$ cat src/ifmt_pkg.sv
package ifmt_pkg;

    localparam int VALUE_BITS_DEF = 32;
    localparam int MAX_CHARS      = 25;
    localparam int FILL_MAX       = 14;
    localparam int FILL_W         = $clog2(FILL_MAX + 1);
    localparam int HEX_BASE       = 16;
    localparam int DEC_BASE       = 10;

    localparam logic [7:0] CHAR_ZERO  = 8'h30;
    localparam logic [7:0] CHAR_LOW_A = 8'h61;
    localparam logic [7:0] CHAR_SPACE = 8'h20;
    localparam logic [7:0] CHAR_MINUS = 8'h2d;

    typedef enum logic [1:0] {
        KIND_LIT  = 2'd0,
        KIND_SDEC = 2'd1,
        KIND_UDEC = 2'd2,
        KIND_HEX  = 2'd3
    } t_kind;

    // operations of the shared digit shifter
    typedef enum logic [2:0] {
        DP_HOLD,
        DP_LOAD_DEC,
        DP_LOAD_HEX,
        DP_DABBLE,
        DP_SHIFT_DIGIT
    } t_dp_op;

    typedef enum logic [3:0] {
        S_IDLE,
        S_DABBLE,
        S_NORM,
        S_FILL,
        S_SIGN_PRE,
        S_PAD,
        S_SIGN_POST,
        S_DIGIT,
        S_LIT
    } t_state;

    typedef struct packed {
        logic       valid;
        logic [7:0] ch;
        logic       last;
    } t_emit;

    function automatic logic [7:0] digit_glyph(input logic [3:0] nib);
        logic [7:0] g;
        if (nib < 4'(DEC_BASE)) begin
            g = CHAR_ZERO + 8'(nib);
        end else begin
            g = CHAR_LOW_A + 8'(nib) - 8'(DEC_BASE);
        end
        return g;
    endfunction

endpackage

$ cat src/ifmt_digits.sv
module ifmt_digits
    import ifmt_pkg::*;
#(
    parameter int VALUE_BITS = VALUE_BITS_DEF,
    parameter int NDIG       = 10
) (
    input  logic                  i_clk,
    input  t_dp_op                i_op,
    input  logic [VALUE_BITS-1:0] i_mag,
    output logic [3:0]            o_top
);

    localparam int BCD_W = NDIG * 4;

    logic [VALUE_BITS-1:0] r_bin, n_bin;
    logic [BCD_W-1:0]      r_bcd, n_bcd;
    logic [BCD_W-1:0]      adj;

    // add-3 correction on every nibble before the doubling shift
    always_comb begin
        for (int k = 0; k < NDIG; k++) begin
            adj[k*4 +: 4] = (r_bcd[k*4 +: 4] >= 4'd5) ? r_bcd[k*4 +: 4] + 4'd3
                                                      : r_bcd[k*4 +: 4];
        end
    end

    always_comb begin
        n_bin = r_bin;
        n_bcd = r_bcd;
        unique case (i_op)
            DP_HOLD: begin
            end
            DP_LOAD_DEC: begin
                n_bin = i_mag;
                n_bcd = '0;
            end
            DP_LOAD_HEX: begin
                n_bcd = '0;
                n_bcd[VALUE_BITS-1:0] = i_mag;
            end
            DP_DABBLE: begin
                n_bcd = {adj[BCD_W-2:0], r_bin[VALUE_BITS-1]};
                n_bin = {r_bin[VALUE_BITS-2:0], 1'b0};
            end
            DP_SHIFT_DIGIT: begin
                n_bcd = {r_bcd[BCD_W-5:0], 4'h0};
            end
            default: begin
            end
        endcase
    end

    always_ff @(posedge i_clk) begin
        r_bin <= n_bin;
        r_bcd <= n_bcd;
    end

    assign o_top = r_bcd[BCD_W-1 -: 4];

endmodule

$ cat src/ifmt_seq.sv
module ifmt_seq
    import ifmt_pkg::*;
#(
    parameter int VALUE_BITS = VALUE_BITS_DEF,
    parameter int NDIG       = 10
) (
    input  logic                  i_clk,
    input  logic                  i_rst_n,
    input  logic                  i_in_valid,
    output logic                  o_in_stall,
    input  logic [1:0]            i_kind,
    input  logic [VALUE_BITS-1:0] i_number,
    input  logic [7:0]            i_char_in,
    input  logic [7:0]            i_min_width,
    input  logic                  i_zero_fill,
    input  logic [3:0]            i_top,
    input  logic                  i_out_free,
    output t_dp_op                o_op,
    output logic [VALUE_BITS-1:0] o_mag,
    output t_emit                 o_emit
);

    localparam int NDIG_W = $clog2(NDIG + 1);
    localparam int CNT_W  = $clog2(VALUE_BITS);

    t_state              r_state, n_state;
    logic [CNT_W-1:0]    r_cnt;
    logic [NDIG_W-1:0]   r_ndig;
    logic [FILL_W-1:0]   r_fill;
    logic                r_neg;
    logic                r_zfill;
    logic [7:0]          r_width;
    logic [7:0]          r_char;

    t_kind               kind;
    logic                accept;
    logic                neg_in;
    logic                norm_shift;
    logic [9:0]          diff;
    logic [5:0]          lim;
    logic [FILL_W-1:0]   fill_val;

    assign kind   = t_kind'(i_kind);
    assign accept = i_in_valid && (r_state == S_IDLE);
    assign neg_in = (kind == KIND_SDEC) && i_number[VALUE_BITS-1];
    assign o_mag  = neg_in ? (~i_number + VALUE_BITS'(1)) : i_number;

    // leading zero digit still on top of the shifter
    assign norm_shift = (i_top == 4'h0) && (r_ndig > NDIG_W'(1));

    // pad count: width - digits - sign, dropped outside 1..FILL_MAX, capped at MAX_CHARS - digits - sign
    always_comb begin
        diff = 10'(r_width) - 10'(r_ndig) - 10'(r_neg);
        lim  = 6'(MAX_CHARS) - 6'(r_ndig) - 6'(r_neg);
        if (diff[9] || diff == 10'd0 || diff > 10'(FILL_MAX)) begin
            fill_val = '0;
        end else if (diff[5:0] > lim) begin
            fill_val = FILL_W'(lim);
        end else begin
            fill_val = FILL_W'(diff[5:0]);
        end
    end

    always_comb begin
        n_state = r_state;
        unique case (r_state)
            S_IDLE: begin
                if (i_in_valid) begin
                    unique case (kind) inside
                        KIND_LIT:             n_state = S_LIT;
                        KIND_HEX:             n_state = S_NORM;
                        KIND_SDEC, KIND_UDEC: n_state = S_DABBLE;
                        default:              n_state = S_IDLE;
                    endcase
                end
            end
            S_DABBLE: begin
                if (r_cnt == CNT_W'(VALUE_BITS - 1)) n_state = S_NORM;
            end
            S_NORM: begin
                if (!norm_shift) n_state = S_FILL;
            end
            S_FILL: begin
                if (r_neg && r_zfill) n_state = S_SIGN_PRE;
                else if (fill_val != '0) n_state = S_PAD;
                else if (r_neg) n_state = S_SIGN_POST;
                else n_state = S_DIGIT;
            end
            S_SIGN_PRE: begin
                if (i_out_free) n_state = (r_fill != '0) ? S_PAD : S_DIGIT;
            end
            S_PAD: begin
                if (i_out_free && r_fill == FILL_W'(1)) begin
                    n_state = (r_neg && !r_zfill) ? S_SIGN_POST : S_DIGIT;
                end
            end
            S_SIGN_POST: begin
                if (i_out_free) n_state = S_DIGIT;
            end
            S_DIGIT: begin
                if (i_out_free && r_ndig == NDIG_W'(1)) n_state = S_IDLE;
            end
            S_LIT: begin
                if (i_out_free) n_state = S_IDLE;
            end
            default: n_state = S_IDLE;
        endcase
    end

    always_comb begin
        o_in_stall   = (r_state != S_IDLE);
        o_op         = DP_HOLD;
        o_emit.valid = 1'b0;
        o_emit.ch    = CHAR_SPACE;
        o_emit.last  = 1'b0;
        unique case (r_state) inside
            S_IDLE: begin
                if (i_in_valid) begin
                    unique case (kind) inside
                        KIND_HEX:             o_op = DP_LOAD_HEX;
                        KIND_SDEC, KIND_UDEC: o_op = DP_LOAD_DEC;
                        default:              o_op = DP_HOLD;
                    endcase
                end
            end
            S_DABBLE: o_op = DP_DABBLE;
            S_NORM: begin
                if (norm_shift) o_op = DP_SHIFT_DIGIT;
            end
            S_FILL: begin
            end
            S_SIGN_PRE, S_SIGN_POST: begin
                o_emit.valid = i_out_free;
                o_emit.ch    = CHAR_MINUS;
            end
            S_PAD: begin
                o_emit.valid = i_out_free;
                o_emit.ch    = r_zfill ? CHAR_ZERO : CHAR_SPACE;
            end
            S_DIGIT: begin
                o_emit.valid = i_out_free;
                o_emit.ch    = digit_glyph(i_top);
                o_emit.last  = (r_ndig == NDIG_W'(1));
                if (i_out_free) o_op = DP_SHIFT_DIGIT;
            end
            S_LIT: begin
                o_emit.valid = i_out_free;
                o_emit.ch    = r_char;
                o_emit.last  = 1'b1;
            end
            default: begin
            end
        endcase
    end

    always_ff @(posedge i_clk) begin
        if (!i_rst_n) begin
            r_state <= S_IDLE;
            r_cnt   <= '0;
            r_ndig  <= '0;
            r_fill  <= '0;
        end else begin
            r_state <= n_state;
            case (r_state)
                S_IDLE: begin
                    if (accept) begin
                        r_cnt  <= '0;
                        r_ndig <= NDIG_W'(NDIG);
                    end
                end
                S_DABBLE: r_cnt <= r_cnt + CNT_W'(1);
                S_NORM: begin
                    if (norm_shift) r_ndig <= r_ndig - NDIG_W'(1);
                end
                S_FILL: r_fill <= fill_val;
                S_PAD: begin
                    if (i_out_free) r_fill <= r_fill - FILL_W'(1);
                end
                S_DIGIT: begin
                    if (i_out_free) r_ndig <= r_ndig - NDIG_W'(1);
                end
                default: begin
                end
            endcase
        end
    end

    always_ff @(posedge i_clk) begin
        if (accept) begin
            r_neg   <= neg_in;
            r_zfill <= i_zero_fill;
            r_width <= i_min_width;
            r_char  <= i_char_in;
        end
    end

    a_digit_count_live: assert property (@(posedge i_clk) disable iff (!i_rst_n)
        (r_state == S_DIGIT) |-> (r_ndig != '0))
        else $error("digit phase entered with no digits left");

    a_pad_count_live: assert property (@(posedge i_clk) disable iff (!i_rst_n)
        (r_state == S_PAD) |-> (r_fill != '0))
        else $error("pad phase entered with empty pad count");

    a_pad_bound: assert property (@(posedge i_clk) disable iff (!i_rst_n)
        (r_fill <= FILL_W'(FILL_MAX)))
        else $error("pad count above limit");

    a_dabble_exit: assert property (@(posedge i_clk) disable iff (!i_rst_n)
        (r_state == S_DABBLE) |=> (r_state == S_DABBLE || r_state == S_NORM))
        else $error("conversion left early");

endmodule

$ cat src/integer_to_ascii_formatter_unit.sv
// Formats one word per item: a literal character, or a VALUE_BITS-bit number as signed
// decimal, unsigned decimal or lower-case hex with optional space or zero padding, sent
// out one character per word with the last one flagged. Decimal conversion runs a
// shift-and-add-3 loop on one shared digit shifter, one bit per cycle; then leading zero
// digits are shifted out one per cycle (up to NDIG-1, NDIG being the decimal digit count
// of the widest value) until a nonzero digit or the last digit is on top, the pad count
// is settled, and characters then go out one per cycle when the output is not stalled.
// Hex skips the conversion loop, and a literal goes straight to the output. Input stall
// is high until the last character of the current item has been handed to the output
// register.
module integer_to_ascii_formatter_unit
    import ifmt_pkg::*;
#(
    parameter int VALUE_BITS = VALUE_BITS_DEF
) (
    input  logic                  i_clk,
    input  logic                  i_rst_n,
    input  logic                  i_in_valid,
    output logic                  o_in_stall,
    input  logic [1:0]            i_kind,
    input  logic [VALUE_BITS-1:0] i_number,
    input  logic [7:0]            i_char_in,
    input  logic [7:0]            i_min_width,
    input  logic                  i_zero_fill,
    output logic                  o_out_valid,
    input  logic                  i_out_stall,
    output logic [7:0]            o_out_char,
    output logic                  o_is_last
);

    localparam int NDIG = (VALUE_BITS * 1233) / 4096 + 1;

    t_dp_op                op;
    logic [VALUE_BITS-1:0] mag;
    logic [3:0]            top;
    t_emit                 emit;
    logic                  out_free;

    logic                  r_out_valid;
    logic [7:0]            r_out_char;
    logic                  r_out_last;

    assign out_free = !r_out_valid || !i_out_stall;

    ifmt_seq #(
        .VALUE_BITS (VALUE_BITS),
        .NDIG       (NDIG)
    ) u_seq (
        .i_clk       (i_clk),
        .i_rst_n     (i_rst_n),
        .i_in_valid  (i_in_valid),
        .o_in_stall  (o_in_stall),
        .i_kind      (i_kind),
        .i_number    (i_number),
        .i_char_in   (i_char_in),
        .i_min_width (i_min_width),
        .i_zero_fill (i_zero_fill),
        .i_top       (top),
        .i_out_free  (out_free),
        .o_op        (op),
        .o_mag       (mag),
        .o_emit      (emit)
    );

    ifmt_digits #(
        .VALUE_BITS (VALUE_BITS),
        .NDIG       (NDIG)
    ) u_digits (
        .i_clk (i_clk),
        .i_op  (op),
        .i_mag (mag),
        .o_top (top)
    );

    always_ff @(posedge i_clk) begin
        if (!i_rst_n) begin
            r_out_valid <= 1'b0;
        end else if (emit.valid) begin
            r_out_valid <= 1'b1;
        end else if (!i_out_stall) begin
            r_out_valid <= 1'b0;
        end
    end

    always_ff @(posedge i_clk) begin
        if (emit.valid) begin
            r_out_char <= emit.ch;
            r_out_last <= emit.last;
        end
    end

    assign o_out_valid = r_out_valid;
    assign o_out_char  = r_out_char;
    assign o_is_last   = r_out_last;

endmodule

$ cat config.mk
export PLATFORM = sky130hd
export DESIGN_NAME = integer_to_ascii_formatter_unit
export DESIGN_NICKNAME = d
export VERILOG_FILES = /design/src/ifmt_pkg.sv /design/src/ifmt_digits.sv /design/src/ifmt_seq.sv /design/src/integer_to_ascii_formatter_unit.sv
export SDC_FILE = /design/constraint.sdc
export NUM_CORES = 1
export LEC_CHECK = 0
export BUFFER_PORTS_ARGS = -buffer_cell sky130_fd_sc_hd__buf_2
export CORE_MARGIN = 8
export CORE_UTILIZATION = 60
export CTS_CLUSTER_SIZE = 24
export DETAILED_ROUTE_END_ITERATION = 10
export GPL_TIMING_DRIVEN = 0
export PLACE_DENSITY = 0.84
export SETUP_SLACK_MARGIN = 0.3
export SLEW_MARGIN = 10
export SYNTH_ARGS = -nofsm -noshare
export SYNTH_HDL_FRONTEND = slang
export SYNTH_SLANG_ARGS = --single-unit
$ cat constraint.sdc
create_clock -name i_clk -period 4.3 [get_ports i_clk]
set_input_delay 0.86 -clock i_clk [delete_from_list [all_inputs] [get_ports i_clk]]
set_output_delay 0.86 -clock i_clk [all_outputs]
set_load 0.005 [all_outputs]
-- Yosys cells after proc, flatten, opt, wreduce, memory -nomap -nowiden
Index checks and enable logic that the tools add are counted.
- logic and storage cells: 160
- register bits: 117
- output and inout bits: 11
- $lt $le $gt $ge: 14
- mux-type cells: 49
- bitwise logic cells: 1
- reduce and logical (&&, ||, !) cells: 31
- equal/unequal tests: 31
- add/sub/neg operators: 21
- operators with widths (operator ; count):
    $pmux 40 s4 ; 1
    $mux 4 ; 25
    $pmux 32 s2 ; 1
    $ge 4x3->1 const B ; 10
    $add 4x2->4 const B ; 9
    $pmux 4 s9 ; 1
    $pmux 9 s4 ; 1
    $add 32x1->32 const B ; 1
    $mux 32 ; 1
    $not 32->32 ; 1
    $pmux 4 s3 ; 2
    $ne 2x1->1 const B ; 11
    $eq 4x3->1 const B ; 4
    $reduce_bool 4->1 ; 4
    $eq 4x1->1 const B ; 3
    $mux 3 ; 4
    $pmux 3 s4 ; 1
    $gt 10x4->1 const B ; 1
    $logic_not 10->1 ; 1
    $mux 5 ; 2
    $pmux 5 s2 ; 1
    $sub 10x1->10 ; 1
    $sub 8x4->9 ; 1
    $add 7x4->8 const A ; 1
    other kinds (36) ; 59

-- Longest topological paths before layout
- depth in word-level cells: 10
- gate-level depth with buffers: 16
- mapped depth without buffers: 15

-- Modules after synthesis
From an unflattened synthesis, not the netlist that was laid out.
- cells, all modules: 812
- area, all modules: 8099.0 um^2
- by module, submodules not included (module ; seq. area each (um^2) ; cells an instance ; instances ; area an instance (um^2)):
    ifmt_digits ; 2162.1 ; 358 ; 1 ; 4299.1
    ifmt_seq ; 880.8 ; 441 ; 1 ; 3494.6
    integer_to_ascii_formatter_unit ; 290.3 ; 13 ; 1 ; 305.3

-- Least setup slack after synthesis
No wires, ideal clock.
- path type: register to register
- start point: register u_seq.r_width[0]
- end point: register u_seq.r_fill[0]
- buffers on the path: 1
- setup slack: 751 ps
- cell stages (with the launch flop): 17
- data arrival time: 3474 ps
- data required time: 4225 ps
- library setup time: 75 ps
- cells stage by stage: edfxtp_1 > inv_1 > ha_1 > fa_1 > xnor2_1 > or3_1 > mux2i_1 > buf_2 > a21o_1 > ha_1 > a21o_1 > a21oi_1 > o21ai_0 > a32oi_1 > nand3_1 > a311o_1 > o21ai_0
- longest elaborated chain between the ends: 7
- ends and longest elaborated chain (element ; line ; source):
    start, declared ; ifmt_seq.sv:32 ; logic [7:0] r_width;
    start signal, assigned ; ifmt_seq.sv:192 ; r_width <= i_min_width;
    $sub 8x4->9 * ; ifmt_seq.sv:53 ; diff = 10'(r_width) - 10'(r_ndig) - 10'(r_neg);
    $sub 10x1->10 * ; ifmt_seq.sv:53 ;
    branches (longest 3 deep; another with $gt 10x4->1) ; - ;
    $mux 4 * ; ifmt_seq.sv:55 ; if (diff[9] || diff == 10'd0 || diff > 10'(FILL_MAX)) begin
    $pmux 4 s2 * ; ifmt_seq.sv:164 ; case (r_state)
    end signal, assigned ; ifmt_seq.sv:175 ; S_FILL: r_fill <= fill_val;
    end signal, assigned ; ifmt_seq.sv:177 ; if (i_out_free) r_fill <= r_fill - FILL_W'(1);
    end, declared ; ifmt_seq.sv:29 ; logic [FILL_W-1:0] r_fill;
Every way passes the cells marked *.
A chain may end at the register's enable or synchronous reset.

-- Worst setup path after layout
Ends and elaborated chain as after synthesis.

==> metrics.csv <==
metric,value,unit
seqPwrFrac,31.8,%
dieArea,16600,um^2
rows,41,
ctsLongestPathBuffers,2,
post-place-cells,1070,
drv_slew,0,
min_path_type,reg -> reg,
vdd_drop_max,327,uV
postRouteAntennaNets,0,
final_cells,1102,
fill_cells,993,
layout_setup_ws,0.502,ns
rsz0062_at_grt,false,
cts.sinks,117,
layout.nets,1021,
antenna_found_initial,0,
design_area,8880,um^2
post-route-util,70.9,%
pin_count,66,
fin_crit_sh,88.3,%
cts-root-buf,clkbuf_16,
initial_core_util,61.1,%
layout_common_cells,"99 x edfxtp_1, 93 x o21ai_0, 88 x a21oi_1, 88 x nand2_1, 65 x buf_2",
switchingPower,2.96,mW
routedWlPerCell,17.3,um
grt_max_degree,33,
crit_path_max_fanout,10,
synth-seq-cells,117,
syn_area,7650,um^2
via_per_inst,6.11,
drive_gt1_share,12.8,%
min_period,3.80,ns
leakagePower,3.33,nW
grt_pass1_wl,31.8,mm
relSlewSlack,39.8,%
synth-edff-count,99,
die_h,129,um
final_common_cell,edfxtp_1,
critPathKind,reg -> reg,
drc,0,
cts_hold_buf,0,
tritoncts,yes,
area_growth,16.1,%
gp_congestion,0.926,
syn_avg_cell_area,9.20,um^2
drv_cap,0,
tns,0,ns
max_freq,263,MHz
postPlaceCellArea,8230,um^2
drt_first_pass_iters,7,
hold_viol,0,
power.share.clock,20.8,%
power.internal,4.16,mW
setup_violations,0,
synth_top_cell_area_share,38.9,%
ys.flop_type,edfxtp_1,
grtUsageTotal,24.0,%
die_w,129,um
swShare,41.6,%
postSynth.asyncResetShare,0,%
ys_types,65,
crit_required,4.64,ns
synth_area_leaders,"edfxtp_1 39%, ha_1 7.9%, o21ai_0 6.2%",
core_area,12500,um^2
crit_arrival,4.14,ns
h-tree-depth,4,
power_density,801,nW/um^2
met3_usage,5.71,%
status,finished clean,
n_antenna_cell,0,
synthCells,831,
wl,19.1,mm
grt_busiest_layer,met2,
port_buffers,65,
vias,6734,
use_met2,41.1,%
cts_setup_buffers,0,
grt_overflow,0,
synth_nets,935,
dp_hpwl,13.7,mm
cp-start-kind,flop,
use_met1,28.5,%
synth_warnings,0,
end_kind,flop,
synth-seq-area-share,43.6,%
drtIter0Drc,545,
yosys.area.top_type,edfxtp_1,
worstMarginPinSlew,0.897,ns
clk_latency,0.42,ns
cts_inserted_buffers,17,
finClkSkew,0.00767,ns
grt_pass1_vias,6612,
combPwrFrac,47.5,%
clkTransAtPathRegs,0.05,ns
pre_cts_ws,0.0848,ns
==> per-layer routing <==
metal	routed length [um]	share of wire (%)	vias up
met3	1260	6.6	41
li1	-	-	3233
met1	7850	41	3175
met5	0	0	-
met4	402	2.1	0
met2	9580	50	285
==> power by group through the flow <==
stage	logic [mW]	clock network (mW)	registers [mW]
final	3.38	1.48	2.26
after global routing	3.78	1.53	2.32
after CTS	3.28	1.48	2.25
after detailed placement	3.22	0	2.27
after global placement	3.07	0	2.27
after floorplan	2.44	0	2.18
==> Yosys cell counts, types with 3 or more instances <==
cell	instances
o31ai_1	11
nand2_1	89
xor2_1	23
nor3_1	11
o41ai_1	3
edfxtp_1	99
buf_1	3
or4_1	3
nand3b_1	3
nand3_1	17
nand4_1	3
inv_1	49
a21oi_1	88
a211oi_1	9
ha_1	48
nor3b_1	10
nand2b_1	20
or3_1	6
a32oi_1	5
a22oi_1	16
o21ai_0	94
nor2_1	58
nor4_1	5
clkbuf_1	27
xnor2_1	29
o21ai_1	4
a211o_1	4
and3_1	3
o22ai_1	9
a21o_1	6
and2_1	4
dfxtp_1	18
nor2b_1	8
a31oi_1	4
==> worst paths after layout <==
check	start	end	slack [ns]	cells past startpoint
max	u_seq.r_width[0]	u_seq.r_fill[0]	0.50	16
min	u_seq.r_cnt[3]	u_seq.r_cnt[3]	0.47	1
max reg2reg	u_seq.r_width[0]	u_seq.r_fill[0]	0.50	16
min reg2reg	u_seq.r_cnt[3]	u_seq.r_cnt[3]	0.47	1
==> critical path, stage by stage, from the launching register on <==
cell	delay [ns]
edfxtp_1	0.32
inv_1	0.06
ha_1	0.24
fa_2	0.60
nand2_1	0.09
or3_1	0.33
mux2i_2	0.19
buf_4	0.20
a21o_1	0.16
ha_1	0.26
a21o_1	0.18
a21oi_1	0.17
o21ai_2	0.13
a32oi_1	0.20
nand3_1	0.13
a311o_1	0.33
o21ai_0	0.13
==> through the flow <==
stage / hold WS, ns / total power [mW]
floorplan: 0.423 / 4.61
global placement: 0.446 / 5.35
detailed placement: 0.457 / 5.49
CTS: 0.464 / 7.02
global route: 0.501 / 7.62
finish: 0.465 / 7.11
==> kinds of logic (layout without fill, tap and decap cells) <==
kind of cell,Yosys count,after routing,share of synthesized area [%]
adder cells (fa/ha/maj),49,49,8.12
XOR/XNOR,52,52,5.96
flip-flops,117,117,43.6
AND/OR/NAND/NOR,254,254,16.4
multiplexers,3,3,0.409
buffers and inverters,81,180,3.99
AO/OA/AOI/OAI,275,275,21.5
==> flip-flops by register name (all words and copies together), names as in the netlist <==
| signal | flops |
|---|---|
| u_digits.r_bcd | 40 |
| u_digits.r_bin | 32 |
| o_out_char | 8 |
| u_seq.r_char | 8 |
| u_seq.r_width | 8 |
| u_seq.r_cnt | 5 |
| u_seq.r_fill | 4 |
| u_seq.r_ndig | 4 |
| u_seq.r_state | 4 |
| o_is_last | 1 |
| o_out_valid | 1 |
| u_seq.r_neg | 1 |
| u_seq.r_zfill | 1 |
==> repair_timing <==
item / CTS / global route
endpoints found under the hold margin: 0 / 0
endpoints found under the setup margin: 5 / 6
resized for setup: 2 / 10
==> area by class of cell <==
cell class                      count  area (um^2)  area share, %
Multi-Input combinational cell    633         4040           45.5
Tap cell                          172          215           2.42
Clock buffer                       18          429           4.83
Clock inverter                     14          184           2.07
Sequential cell                   117         3330           37.5
Inverter                           50          188           2.11
Buffer                             31          121           1.37
Timing Repair Buffer               67          368           4.14
Power figures use the tool's default switching activity.
